## src/lphm_pkg.sv

```systemverilog
// lphm_pkg: shared constants, codes and types of the linear-probe hash map
// no dependencies; used by every module of the block
package lphm_pkg;

    // default sizing handed to the top level parameters
    localparam int LOG2_SLOTS_DEF = 10;
    localparam int VALUE_BITS_DEF = 16;

    // fixed port widths
    localparam int MODE_W = 2;
    localparam int KEY_W  = 64;
    localparam int VALUE_W = 16;
    localparam int SIZE_W = 4;

    // table size register
    localparam logic [SIZE_W-1:0] SIZE_LOG2_RESET = 4'd10;
    localparam logic [SIZE_W:0]   SIZE_LOG2_MIN   = 5'd4;

    // queue between hash front and probe engine
    localparam int QUEUE_DEPTH_LOG2 = 2;

    // splitmix64 finalizer constants
    localparam logic [KEY_W-1:0] MIX_MUL1 = 64'hBF58476D1CE4E5B9;
    localparam logic [KEY_W-1:0] MIX_MUL2 = 64'h94D049BB133111EB;
    localparam int MIX_SHIFT1 = 30;
    localparam int MIX_SHIFT2 = 27;
    localparam int MIX_SHIFT3 = 31;

    // operation codes
    typedef enum logic [MODE_W-1:0] {
        MODE_LOOKUP = 2'd0,
        MODE_INSERT = 2'd1,
        MODE_CLEAR  = 2'd2
    } lphm_mode_t;

    // probe engine states
    typedef enum logic [1:0] {
        BACK_SWEEP,
        BACK_IDLE,
        BACK_PROBE,
        BACK_EMIT
    } lphm_back_state_t;

    // one result item
    typedef struct packed {
        logic               found;
        logic [VALUE_W-1:0] result_value;
        logic               table_full;
    } lphm_result_t;

endpackage

```

## src/lphm_queue.sv

```systemverilog
// lphm_queue: small fifo between the hash front and the probe engine
// depends on lphm_pkg for its depth
module lphm_queue #(
    parameter int WIDTH = 8
) (
    input  logic             aclk,
    input  logic             aresetn,
    input  logic             wr_valid,
    output logic             wr_ready,
    input  logic [WIDTH-1:0] wr_data,
    output logic             rd_valid,
    input  logic             rd_ready,
    output logic [WIDTH-1:0] rd_data
);

    localparam int QAW   = lphm_pkg::QUEUE_DEPTH_LOG2;
    localparam int DEPTH = 1 << QAW;

    logic [WIDTH-1:0] entry_reg [DEPTH];
    logic [QAW-1:0]   wr_ptr_reg, rd_ptr_reg;
    logic [QAW:0]     cnt_reg;
    logic             push, pop;

    assign wr_ready = cnt_reg != (QAW + 1)'(DEPTH);
    assign rd_valid = cnt_reg != '0;
    assign rd_data  = entry_reg[rd_ptr_reg];
    assign push     = wr_valid && wr_ready;
    assign pop      = rd_valid && rd_ready;

    // pointers and fill count
    always_ff @(posedge aclk) begin
        if (!aresetn) begin
            wr_ptr_reg <= '0;
            rd_ptr_reg <= '0;
            cnt_reg    <= '0;
        end else begin
            if (push) wr_ptr_reg <= wr_ptr_reg + 1'b1;
            if (pop)  rd_ptr_reg <= rd_ptr_reg + 1'b1;
            if (push && !pop)      cnt_reg <= cnt_reg + 1'b1;
            else if (pop && !push) cnt_reg <= cnt_reg - 1'b1;
        end
    end

    // storage
    always_ff @(posedge aclk) begin
        if (push) entry_reg[wr_ptr_reg] <= wr_data;
    end

endmodule

```

## config.mk

```make
export PLATFORM = sky130hd
export DESIGN_NAME = lphm_queue
export DESIGN_NICKNAME = d
export VERILOG_FILES = /design/src/lphm_pkg.sv /design/src/lphm_queue.sv
export SDC_FILE = /design/constraint.sdc
export NUM_CORES = 1
export LEC_CHECK = 0
export ABC_AREA = 1
export CORE_MARGIN = 4
export CORE_UTILIZATION = 45
export CTS_CLUSTER_SIZE = 25
export DETAILED_ROUTE_END_ITERATION = 8
export DONT_BUFFER_PORTS = 1
export GPL_TIMING_DRIVEN = 1
export HOLD_SLACK_MARGIN = 0.1
export PLACE_DENSITY_LB_ADDON = 0.15
export SETUP_SLACK_MARGIN = 0.02
export SYNTH_ARGS = -nofsm -noshare
export SYNTH_HDL_FRONTEND = slang
export SYNTH_SLANG_ARGS = --single-unit
```

## constraint.sdc

```tcl
create_clock -name aclk -period 2.1 [get_ports aclk]
set_input_delay 0.525 -clock aclk [delete_from_list [all_inputs] [get_ports aclk]]
set_output_delay 0.525 -clock aclk [all_outputs]
set_load 0.03 [all_outputs]
```

Word level (Yosys, flattened, before mapping)
Memories as Yosys holds them, arrays and structs flattened. A register that Yosys moved wholly into a read port is not among the register bits.
Index checks and enable logic that the tools add are counted.
Operators by class
  order comparisons: 0
  reductions and logical operators: 8
  add/sub/neg operators: 4
  bitwise operators: 0
  div/mod/pow operators: 0
  equality and inequality tests: 1
  multipliers: 0
  muxes and demuxes: 6
  shifts and indexed selects: 0
Operator list (number)
  2-to-1 mux 3 bit: 2
  adder 2 x 1 -> 2 bit, second input constant: 2
  logical AND 1 bit: 4
  2-to-1 mux 2 bit: 2
  adder 3 x 1 -> 3 bit, second input constant: 1
  != test 3 bit, second input constant: 1
  nonzero test 3 bit: 1
  subtractor 3 x 1 -> 3 bit, second input constant: 1
  zero test 1 bit: 2
  2-to-1 mux 1 bit: 2
  nonzero test 2 bit: 1
Storage, ports and cells
  word-level logic and storage cells: 23
  output and inout port bits: 10
  bits in latches: 0
  bits of input ports: 12
  memories: 1
  RAM bits: 32
  bits in read-only memories: 0
  register bits: 7
Memory list
  entry_reg: depth 4, bits a word 8, read ports 1, clocked after Yosys merged registers in 1, wr ports 1, line lphm_queue.sv:19  | logic [WIDTH-1:0] entry_reg [DEPTH];

Depth between registers and ports, before layout
  depth in word-level cells: 6
  depth in mapped cells: 13
  mapped depth without buffers: 13

Least setup slack after synthesis
No wires, ideal clock.
  path type: reg-to-reg
  start point: register cnt_reg[1]
  end point: register cnt_reg[1]
  buffers on the path: 0
  arrival time: 1.677 ns
  required time: 1.984 ns
  cell stages (with the launch flop): 10
  path slack: 0.307 ns
  setup time: 0.116 ns
  cells stage by stage: dfxtp_1 -> nor2_2 -> nand2_2 -> nand2_2 -> inv_2 -> ha_1 -> inv_1 -> fa_1 -> o21ai_0 -> nor2_1
On the way
  longest elaborated chain between the ends: 5
  elaborated cells between the ends (all ways): 13
  those cells by class: 2 x add/sub; 1 x eq/ne; 2 x mux; 8 x reduce/logical
RTL lines
  start, declared: line lphm_queue.sv:21  | logic [QAW:0] cnt_reg;
  start signal, assigned: line lphm_queue.sv:39  | if (push && !pop) cnt_reg <= cnt_reg + 1'b1;
  start signal, assigned: line lphm_queue.sv:40  | else if (pop && !push) cnt_reg <= cnt_reg - 1'b1;
  != test 3 bit (*): line lphm_queue.sv:24  | assign wr_ready = cnt_reg != (QAW + 1)'(DEPTH);
  via wr_ready: line lphm_queue.sv:9  | output logic wr_ready,
  logical AND 1 bit (*): line lphm_queue.sv:27  | assign push = wr_valid && wr_ready;
  via push: line lphm_queue.sv:22  | logic push, pop;
  zero test 1 bit: line lphm_queue.sv:40
  logical AND 1 bit: line lphm_queue.sv:40
  nonzero test 2 bit (no source line)
The timed path passes the listed nets; every way through them passes the cells marked *. The select of a mux whose other input is x is not followed.
A chain may end at the register's enable or synchronous reset.

==> summary.md <==
| Metric | Value |
|---|---|
| Status | `finished, final reports clean` |
| Final setup viols | `0` |
| Pre-antenna DRT Iters | `4` |
| Count of cell types in the netlist | `19` |
| CP arrival | `approximately 1400 ps` |
| Vias | `about 1000` |
| Register area share after synthesis | `about two thirds` |
| Place WS | `approximately 260 ps` |
| Post-CTS Setup Bufs | `0` |
| DRC viols | `0` |
| Mapped cell area | `approximately 1700 um2` |
| Max FO, Critical Path | `9` |
| Synthesized flop and latch total | `between 40 and 50` |
| Worst setup SP type | `flip-flop` |
| Synth warn | `0` |
| Leakage | `0.7354 nW` |
| TritonCTS clock tree | `done` |
| Largest buffer count on any clock path | `2` |
| Final setup TNS | `0 ps` |
| Layout area overhead | `14.31%` |
| Iter 0 DRT Violations | `27` |
| Vias in the first global route | `1120` |
| Setup crit end | `rd_data[0]` |
| Period utilisation layout | `90.68%` |
| Die height | `69.25 um` |
| Commonest cells in the netlist | `edfxtp_1, nor2_1, inv_1` |
| CTS Buf Count | `5` |
| Final net count | `182` |
| RR Startpoint | `cnt_reg[1]$_SDFFE_PN0P_` |
| Max_cap viols | `0` |
| GRT overflow | `0` |
| Least-Margin Pin Slew | `452.3 ps` |
| Worst skew pair latency | `~280 ps` |
| Placeable Area | `3468 um2` |
| Fmax | `approximately 530 MHz` |
| Main synth FF type | `edfxtp_1` |
| Routed len/inst | `between 10 and 15 um` |
| H-tree Lvls | `2` |
| ANT nets after route | `0` |
| Setup CP Type | `reg -> out` |
| Synthesized netlist net count | `between 150 and 200` |
| Hold Vio Cnt, Final | `0` |
| Initial core utilization | `between 40% and 50%` |
| Cell taking the most area after synthesis | `edfxtp_1` |
| Root buffer cell | `clkbuf_8` |
| Filler cell count | `about 320` |
| Vias/cell | `about 4.9` |
| Synth top area cells | `edfxtp_1, dfxtp_1, nor2_1` |
| DPL Wire Length | `~2200 um` |
| RSZ-0062 raised after global routing | `no` |
| Max-slew violations | `0` |
| Post-synth EDFFs | `32` |
| Gate Count Post-Synth | `around 140` |
| Layout cells sized above 1 | `between 20% and 30%` |
| Ant. Diodes | `0` |
| First-pass GRT wire length | `~5000 um` |
| Top-area cell type share of the netlist area | `56.93%` |
| Synthesized area per cell | `~12 um2` |
| Pin count of the biggest net entering global routing | `17` |
| Register-to-Register Path Depth | `9` |
| Register Area | `roughly 1100 um2` |
| RR Endpoint | `cnt_reg[1]$_SDFFE_PN0P_` |
| Asr flop ratio synth | `0%` |
| Reg2Reg Setup Slack | `240 ps` |
| Multi-input logic area | `between 400 and 500 um2` |
| PortBufs | `0` |
| I/O pin cnt | `22` |
| Max reg flops | `32` |
| Power Dens Cells | `approximately 1300 nW/um2` |
| Die area | `between 4000 and 5000 um2` |
| Worst min path class | `in -> reg` |
| Critical Path RT | `1570 ps` |
| Die width | `69.25 um` |
| Row cnt | `21` |
| Worst setup EP type | `primary output` |
| Clk sink count | `around 40` |
| Tot GR Track Use | `about 14%` |
| Antenna violations before repair | `0` |
| Final min period | `between 1500 and 2000 ps` |
| Worst VDD drop | `roughly 0.00067 V` |
| Skew final | `2.413 ps` |
| Worst slew margin | `69.74%` |
| Final wirelength | `between 2000 and 3000 um` |
| Worst-path clk slew | `around 70 ps` |
| Top-count cell post-synth | `edfxtp_1` |
| Final WS setup | `between 150 and 200 ps` |
| GP Congestion | `between 0.7 and 0.8` |
==> placed cells by master (no fill, tap or decap) <==
master / instances
a21oi_1: 3
buf_4: 15
clkbuf_8: 6
clkinv_1: 1
clkinv_2: 1
dfxtp_1: 7
dfxtp_2: 2
edfxtp_1: 32
fa_1: 1
ha_1: 5
inv_1: 14
inv_2: 2
nand2_1: 11
nand2_2: 4
nand3_1: 4
nand3b_1: 1
nor2_1: 28
nor2_2: 2
o21ai_0: 13
o21ai_1: 1
o21ai_2: 3
o22ai_1: 8
xor2_1: 1
==> power breakdown <==
part,internal (W),switching (W)
clock,0.000260,0.000238
sequential,0.000999,0.0000819
combinational,0.000306,0.000549
total,0.00156,0.000869
==> stage by stage <==
| stage | cell area (um2) | total power [W] | hold slack (ps) | util (%) | std cells |
|---|---|---|---|---|---|
| finish | 1929 | 0.002434 | 336.4 | 55.63 | 211 |
| global route | 1929 | 0.002594 | 310.7 | 55.63 | 211 |
| CTS | 1927 | 0.002466 | 324.8 | 55.56 | 211 |
| detailed placement | 1836 | 0.001964 | 500.5 | 52.92 | 203 |
| global placement | 1836 | 0.001919 | 484.1 | 52.92 | 203 |
| floorplan | 1688 | 0.001685 | 464.0 | - | 144 |
==> how the worst min path moves through the flow <==
stage,to,slack (ps),depth (start not counted),from
3_5_place_dp,rd_ptr_reg[0]$_SDFFE_PN0P_,500,2,rd_ptr_reg[0]$_SDFFE_PN0P_
5_1_grt,entry_reg[3][0]$_DFFE_PP_,310,0,wr_data[0]
6_report,entry_reg[1][0]$_DFFE_PP_,340,0,wr_data[0]
3_3_place_gp,rd_ptr_reg[0]$_SDFFE_PN0P_,480,2,rd_ptr_reg[0]$_SDFFE_PN0P_
4_1_cts,entry_reg[3][1]$_DFFE_PP_,320,0,wr_data[1]
2_1_floorplan,flip-flop,460,2,rd_ptr_reg[1]$_SDFFE_PN0P_
==> critical path, cell delays in order (launching register included) <==
cell and delay [ps]:
dfxtp_2 380, inv_1 240, o21ai_0 150, o22ai_1 150, buf_4 190
==> final cells by class <==
class | count | share of cell area (%)
clock buffer | 6 | 4.280
clock inverter | 2 | 0.4540
inverter | 16 | 3.113
multi-input combinational | 85 | 24.06
sequential | 41 | 59.27
tap | 46 | 2.983
timing repair buffer | 15 | 5.837
==> cell families after synthesis <==
family | count (synthesis) | synth area share [%]
buf+inv | 18 | 4.893
compound gates | 28 | 9.562
xor+xnor | 1 | 0.5190
simple gates | 50 | 12.53
fa+ha+maj | 6 | 4.893
flops | 41 | 67.61
==> per-layer routing <==
| metal | up-vias | GRT usage [%] | part of all wire [%] |
|---|---|---|---|
| li1 | 530 | - | - |
| met1 | 488 | 14.03 | 40 |
| met2 | 18 | 25.00 | 53 |
| met3 | 2 | 6.377 | 6.0 |
| met4 | 0 | 4.555 | 0.60 |
| met5 | - | 0 | 0 |
==> what timing repair did <==
item | CTS | global route
resized for setup | 0 | 2
hold buffers | 0 | 0
endpoints found under the setup margin | 0 | 8
Note: power is estimated with default switching activity, not from simulation.
