**src/lphm_pkg.sv**
```systemverilog
// lphm_pkg: shared constants, codes and types of the linear-probe hash map
// no dependencies; used by every module of the block
package lphm_pkg;

    // default sizing handed to the top level parameters
    localparam int LOG2_SLOTS_DEF = 10;
    localparam int VALUE_BITS_DEF = 16;

    // fixed port widths
    localparam int MODE_W = 2;
    localparam int KEY_W  = 64;
    localparam int VALUE_W = 16;
    localparam int SIZE_W = 4;

    // table size register
    localparam logic [SIZE_W-1:0] SIZE_LOG2_RESET = 4'd10;
    localparam logic [SIZE_W:0]   SIZE_LOG2_MIN   = 5'd4;

    // queue between hash front and probe engine
    localparam int QUEUE_DEPTH_LOG2 = 2;

    // splitmix64 finalizer constants
    localparam logic [KEY_W-1:0] MIX_MUL1 = 64'hBF58476D1CE4E5B9;
    localparam logic [KEY_W-1:0] MIX_MUL2 = 64'h94D049BB133111EB;
    localparam int MIX_SHIFT1 = 30;
    localparam int MIX_SHIFT2 = 27;
    localparam int MIX_SHIFT3 = 31;

    // operation codes
    typedef enum logic [MODE_W-1:0] {
        MODE_LOOKUP = 2'd0,
        MODE_INSERT = 2'd1,
        MODE_CLEAR  = 2'd2
    } lphm_mode_t;

    // probe engine states
    typedef enum logic [1:0] {
        BACK_SWEEP,
        BACK_IDLE,
        BACK_PROBE,
        BACK_EMIT
    } lphm_back_state_t;

    // one result item
    typedef struct packed {
        logic               found;
        logic [VALUE_W-1:0] result_value;
        logic               table_full;
    } lphm_result_t;

endpackage

```
**src/lphm_front.sv**
```systemverilog
// lphm_front: input stage and four-stage splitmix64 hash pipeline
// depends on lphm_pkg; feeds the home slot of each item toward the queue
module lphm_front #(
    parameter int LOG2_SLOTS = lphm_pkg::LOG2_SLOTS_DEF,
    parameter int VALUE_BITS = lphm_pkg::VALUE_BITS_DEF
) (
    input  logic                          aclk,
    input  logic                          aresetn,
    input  logic                          in_en,
    input  logic                          in_valid,
    output logic                          in_ready,
    input  logic [lphm_pkg::MODE_W-1:0]   in_mode,
    input  logic [lphm_pkg::KEY_W-1:0]    in_key,
    input  logic [lphm_pkg::VALUE_W-1:0]  in_value,
    input  logic [LOG2_SLOTS-1:0]         mask,
    output logic                          out_valid,
    input  logic                          out_ready,
    output logic [lphm_pkg::MODE_W-1:0]   out_mode,
    output logic [lphm_pkg::KEY_W-1:0]    out_key,
    output logic [VALUE_BITS-1:0]         out_value,
    output logic [LOG2_SLOTS-1:0]         out_slot
);

    localparam int KW = lphm_pkg::KEY_W;
    localparam int MW = lphm_pkg::MODE_W;

    logic adv;
    logic st1_valid_reg, st2_valid_reg, st3_valid_reg, st4_valid_reg;
    logic [MW-1:0] st1_mode_reg, st2_mode_reg, st3_mode_reg, st4_mode_reg;
    logic [KW-1:0] st1_key_reg, st2_key_reg, st3_key_reg, st4_key_reg;
    logic [VALUE_BITS-1:0] st1_val_reg, st2_val_reg, st3_val_reg, st4_val_reg;

    logic [KW-1:0] st1_x_reg, st1_x_next;
    logic [63:0]   st2_p0_reg, st2_p0_next;
    logic [31:0]   st2_p1_reg, st2_p1_next, st2_p2_reg, st2_p2_next;
    logic [KW-1:0] st3_x_reg, st3_x_next;
    logic [KW-1:0] st3_sum;
    logic [63:0]   st4_p0_reg, st4_p0_next;
    logic [31:0]   st4_p1_reg, st4_p1_next, st4_p2_reg, st4_p2_next;
    logic [KW-1:0] st4_sum;
    logic [KW-1:0] hash;

    // the whole pipeline moves when its last stage is empty or drained
    assign adv       = !st4_valid_reg || out_ready;
    assign in_ready  = adv && in_en;
    assign out_valid = st4_valid_reg;

    // first xor-shift on the accepted key
    assign st1_x_next = in_key ^ (in_key >> lphm_pkg::MIX_SHIFT1);

    // first multiply, split into 32-bit partial products
    assign st2_p0_next = st1_x_reg[31:0] * lphm_pkg::MIX_MUL1[31:0];
    assign st2_p1_next = st1_x_reg[63:32] * lphm_pkg::MIX_MUL1[31:0];
    assign st2_p2_next = st1_x_reg[31:0] * lphm_pkg::MIX_MUL1[63:32];

    // recombine and second xor-shift
    assign st3_sum    = st2_p0_reg + {st2_p1_reg + st2_p2_reg, 32'b0};
    assign st3_x_next = st3_sum ^ (st3_sum >> lphm_pkg::MIX_SHIFT2);

    // second multiply
    assign st4_p0_next = st3_x_reg[31:0] * lphm_pkg::MIX_MUL2[31:0];
    assign st4_p1_next = st3_x_reg[63:32] * lphm_pkg::MIX_MUL2[31:0];
    assign st4_p2_next = st3_x_reg[31:0] * lphm_pkg::MIX_MUL2[63:32];

    // recombine, last xor-shift and mask to the table in use
    assign st4_sum  = st4_p0_reg + {st4_p1_reg + st4_p2_reg, 32'b0};
    assign hash     = st4_sum ^ (st4_sum >> lphm_pkg::MIX_SHIFT3);
    assign out_slot = hash[LOG2_SLOTS-1:0] & mask;

    assign out_mode  = st4_mode_reg;
    assign out_key   = st4_key_reg;
    assign out_value = st4_val_reg;

    // stage valid bits
    always_ff @(posedge aclk) begin
        if (!aresetn) begin
            st1_valid_reg <= 1'b0;
            st2_valid_reg <= 1'b0;
            st3_valid_reg <= 1'b0;
            st4_valid_reg <= 1'b0;
        end else if (adv) begin
            st1_valid_reg <= in_valid && in_ready;
            st2_valid_reg <= st1_valid_reg;
            st3_valid_reg <= st2_valid_reg;
            st4_valid_reg <= st3_valid_reg;
        end
    end

    // stage payload
    always_ff @(posedge aclk) begin
        if (adv) begin
            st1_mode_reg <= in_mode;
            st1_key_reg  <= in_key;
            st1_val_reg  <= VALUE_BITS'(in_value);
            st1_x_reg    <= st1_x_next;

            st2_mode_reg <= st1_mode_reg;
            st2_key_reg  <= st1_key_reg;
            st2_val_reg  <= st1_val_reg;
            st2_p0_reg   <= st2_p0_next;
            st2_p1_reg   <= st2_p1_next;
            st2_p2_reg   <= st2_p2_next;

            st3_mode_reg <= st2_mode_reg;
            st3_key_reg  <= st2_key_reg;
            st3_val_reg  <= st2_val_reg;
            st3_x_reg    <= st3_x_next;

            st4_mode_reg <= st3_mode_reg;
            st4_key_reg  <= st3_key_reg;
            st4_val_reg  <= st3_val_reg;
            st4_p0_reg   <= st4_p0_next;
            st4_p1_reg   <= st4_p1_next;
            st4_p2_reg   <= st4_p2_next;
        end
    end

endmodule

```
**config.mk**
```make
export PLATFORM = sky130hd
export DESIGN_NAME = lphm_front
export DESIGN_NICKNAME = d
export VERILOG_FILES = /design/src/lphm_pkg.sv /design/src/lphm_front.sv
export SDC_FILE = /design/constraint.sdc
export NUM_CORES = 2
export LEC_CHECK = 0
export ABC_CLOCK_PERIOD_IN_PS = 22800
export BUFFER_PORTS_ARGS = -buffer_cell sky130_fd_sc_hd__buf_2
export CAP_MARGIN = 0
export CORE_MARGIN = 2
export CORE_UTILIZATION = 46
export DETAILED_ROUTE_END_ITERATION = 8
export GPL_TIMING_DRIVEN = 0
export MAX_ROUTING_LAYER = met4
export PLACE_DENSITY_LB_ADDON = 0.25
export SYNTH_ARGS = -nofsm -noshare
export SYNTH_HDL_FRONTEND = slang
export SYNTH_SLANG_ARGS = --single-unit
```
**constraint.sdc**
```tcl
create_clock -name aclk -period 22.8 [get_ports aclk]
set_input_delay 3.42 -clock aclk [delete_from_list [all_inputs] [get_ports aclk]]
set_output_delay 3.42 -clock aclk [all_outputs]
set_load 0.005 [all_outputs]
```
# Word level (Yosys, flattened, before mapping)
# Cells that the tools add are included.
# op_classes
n_addsub,4
multipliers,6
bitwise_logic,4
n_reduce_logical,4
# ops
op,n
adder 61 x 64 -> 64 bit,1
XOR 64 x 34 -> 64 bit,1
XOR 64 x 37 -> 64 bit,1
"multiplier 32 x 29 -> 61 bit, second input constant",1
adder 41 bit,1
"multiplier 32 x 29 -> 41 bit, second input constant",1
adder 32 bit,1
"multiplier 32 x 29 -> 32 bit, second input constant",1
"multiplier 32 x 29 -> 9 bit, second input constant",1
"multiplier 32 x 32 -> 32 bit, second input constant",1
"multiplier 32 x 32 -> 9 bit, second input constant",1
bitwise AND 10 bit,1
XOR 10 bit,1
adder 9 bit,1
logical AND 1 bit,2
zero test 1 bit,1
logical OR 1 bit,1
# totals
register_bits,644
in_bits,97
output_inout_bits,94
word_cells,42

# Longest topological paths before layout
# depth
word_depth,4
mapped_depth,26
depth_no_buf,25

# Worst setup path after synthesis
# Ideal clock, no wire load.
# synth_timing
path_kind,input port to output port
startpoint,in out_ready
endpoint,out in_ready
arrival_time_ps,15262
required_time_ps,19380
slack_ps,4118
stages,3
n_path_buf,0
path_cell_list,nor2b_1 -> inv_1 -> and2_1
# synth_via
elab_chain_len,2
# synth_lines
item,line_no,rtl
start: declaration,lphm_front.sv:17,"input logic out_ready,"
logical OR 1 bit,lphm_front.sv:44,assign adv = !st4_valid_reg || out_ready;
logical AND 1 bit,lphm_front.sv:45,assign in_ready = adv && in_en;
end: declaration,lphm_front.sv:11,"output logic in_ready,"
# No other way between the ends.

# Worst setup path after layout
# layout_timing
startpoint,reg st1_x_reg[14]
endpoint,reg st2_p0_reg[59] (data pin)
# layout_via
elab_chain_len,1
# layout_lines
item,line_no,rtl
start: declaration,lphm_front.sv:33,"logic [KW-1:0] st1_x_reg, st1_x_next;"
start signal: assignment,lphm_front.sv:95,st1_x_reg <= st1_x_next;
multiplier 32 x 29 -> 61 bit,lphm_front.sv:52,assign st2_p0_next = st1_x_reg[31:0] * lphm_pkg::MIX_MUL1[31:0];
net st2_p0_next[59],lphm_front.sv:34,"logic [63:0] st2_p0_reg, st2_p0_next;"
end signal: assignment,lphm_front.sv:100,st2_p0_reg <= st2_p0_next;
end: declaration,lphm_front.sv:34,
# The timed path passes the listed nets, and every way through them passes these cells.
# A chain may end at the register's enable or synchronous reset.

==> flow_summary.json <==
{
  "outcome": "complete, no violations",
  "clock_skew_ns": 0.0613,
  "die_x_um": 388,
  "grt.overflow.total": 0,
  "wl_per_cell_um": 21.4,
  "drt-vias-per-instance": 5.07,
  "synth_area_leaders": "fa_1, edfxtp_1, ha_1, inv_1, xnor2_1",
  "fp.coreArea_um2": 146000,
  "place_congestion": 0.979,
  "hold_class": "register to register",
  "max_cap_viol_count": 0,
  "grt_pass1_wl_um": 265000,
  "cts.sinks": 564,
  "finalHoldViolations": 0,
  "clkLatencyLatePin_ns": 0.67,
  "dieArea_um2": 150000,
  "worstPathMaxFanout": 10,
  "synth_largest_area_cell": "fa_1",
  "ios": 191,
  "nNetsFinal": 8351,
  "synth-edff-count": 560,
  "vias": 40862,
  "layout_common_cells": "inv_1, fa_1, ha_1",
  "fmax_mhz": 109,
  "hold_buffers": 0,
  "cts_setup_buffers": 0,
  "relSlewSlack_pct": 14.8,
  "synth_nets": 8089,
  "drive_gt1_share_pct": 5.13,
  "ys_ff_latch": 564,
  "tritoncts": "done",
  "path_buf_inv": 7,
  "netlist_area_um2": 67700,
  "cts_resized": 0,
  "syn_avg_cell_area_um2": 11.6,
  "first_pass_iters": 5,
  "endpoint_kind": "register",
  "yosysTopAreaCellShare_pct": 32.1,
  "synthArstFlopShare_pct": 0,
  "finalCriticalPeriod_ns": 9.15,
  "port_buffers": 190,
  "ys_warn_count": 0,
  "root_buffer": "clkbuf_16",
  "die_h_um": 388,
  "syn_inst": 5827,
  "crit_family": "adder cells",
  "hpwlAfterDp_um": 147000,
  "critPathRequiredTime_ns": 23.15,
  "grt_pass1_vias": 44151,
  "drtIter0Drc": 2594,
  "rsz0062_at_grt": "false",
  "layout_commonest_cell": "inv_1",
  "cpPeakStageDelay_ns": 1.01,
  "critPathLaunchType": "register",
  "htree_levels": 3,
  "remaining_drc_errors": 0,
  "syn_to_final_growth_pct": 8.32,
  "yosysSeqAreaShare_pct": 25.0,
  "drt-total-wl_um": 172000,
  "slew_violations": 0,
  "cp.arrival_ns": 9.50,
  "criticalPathCategory": "register to register",
  "tightestPinTransition_ns": 1.27,
  "antenna_found_initial": 7,
  "clk_pin_slew_ns": 0.06,
  "ant_nets": 0,
  "cts_buffers": 66,
  "start_util_pct": 46.4,
  "synthFlopType": "edfxtp_1",
  "period_share_pct": 40.2,
  "placementRows": 140,
  "cts_buffer_depth": 3,
  "track_usage_pct": 24.5,
  "crit_slowest_cell": "o31ai_1",
  "setup_viol": 0,
  "rrSetupSlack_ns": 13.65,
  "grt_max_degree": 141,
  "tns_ns": 0,
  "synth.distinct_cells": 78
}
## Yosys cell counts, drive strengths merged (6+ instances only)
library cell  number
a21o              99
o2111ai            6
ha              1078
nand3             30
nor3              27
o21bai            32
o21a              29
xnor2            273
clkbuf            14
a31oi             14
o211ai            17
a21oi            180
nand4             18
a211oi            19
nor2b             19
a21boi            11
o31ai              7
and2              15
nor2             101
and3              14
o21ai             89
fa              1087
edfxtp           560
a221oi             6
xor2             119
nand2b            18
nand2             79
inv             1780
## final cells by class
class	instances	area, µm²
diodes	2	5.00
flip-flops and latches	564	16900
multi-input cells	3469	44100
repair buffers	194	1060
well taps	1917	2400
inverters	1780	6690
fillers	13093	72600
clock inverters	36	410
plain buffers	14	52.6
clock buffers	81	1750
## logic make-up after synthesis
family / count (synthesis) / share of synthesized area, %
adder cells (fa/ha/maj): 2165 / 52.1
buffers and inverters: 1794 / 9.94
AO/OA/AOI/OAI: 566 / 5.51
flip-flops: 564 / 25.0
XOR/XNOR: 392 / 5.07
AND/OR/NAND/NOR: 345 / 2.46
multiplexers: 1 / 0.0148
## final timing paths
path / startpoint / endpoint / cells past startpoint
hold / removal: st2_key_reg[60] / st3_key_reg[60] / 0
hold reg to reg: st2_key_reg[60] / st3_key_reg[60] / 0
setup reg to reg: st1_x_reg[14] / st2_p0_reg[59] / 26
setup / recovery: st1_x_reg[14] / st2_p0_reg[59] / 26
## worst register-to-register path, delay by kind of cell, from the launching register on
kind,cells,cell delay (ns)
flops,1,0.96
simple gates,3,0.47
fa+ha+maj,9,3.96
compound gates,6,2.30
xor+xnor,1,0.47
buf+inv,7,0.71
## stage by stage
stage	instance area (µm²)	setup WS [ns]	hold slack, ns	std cells	util (%)
floorplan	67700	4.12	0.400	5827	-
global placement	71100	0.0295	0.400	7934	48.7
detailed placement	71200	13.95	0.405	7938	48.8
CTS	73300	13.89	0.404	8055	50.3
global route	73400	13.44	0.416	8057	50.3
finish	73400	13.65	0.411	8057	50.3
## per-layer routing
| metal | part of all wire, % | up-vias | global-route usage (%) |
|---|---|---|---|
| li1 | - | 18893 | - |
| met1 | 45 | 20833 | 33.0 |
| met2 | 46 | 944 | 38.1 |
| met3 | 6.2 | 192 | 4.30 |
| met4 | 2.9 | 0 | 6.66 |
| met5 | 0 | - | - |
Power is left out: the tool's default activity adds up to more than one toggle a clock period on the data nets, which glitch-free logic cannot reach.
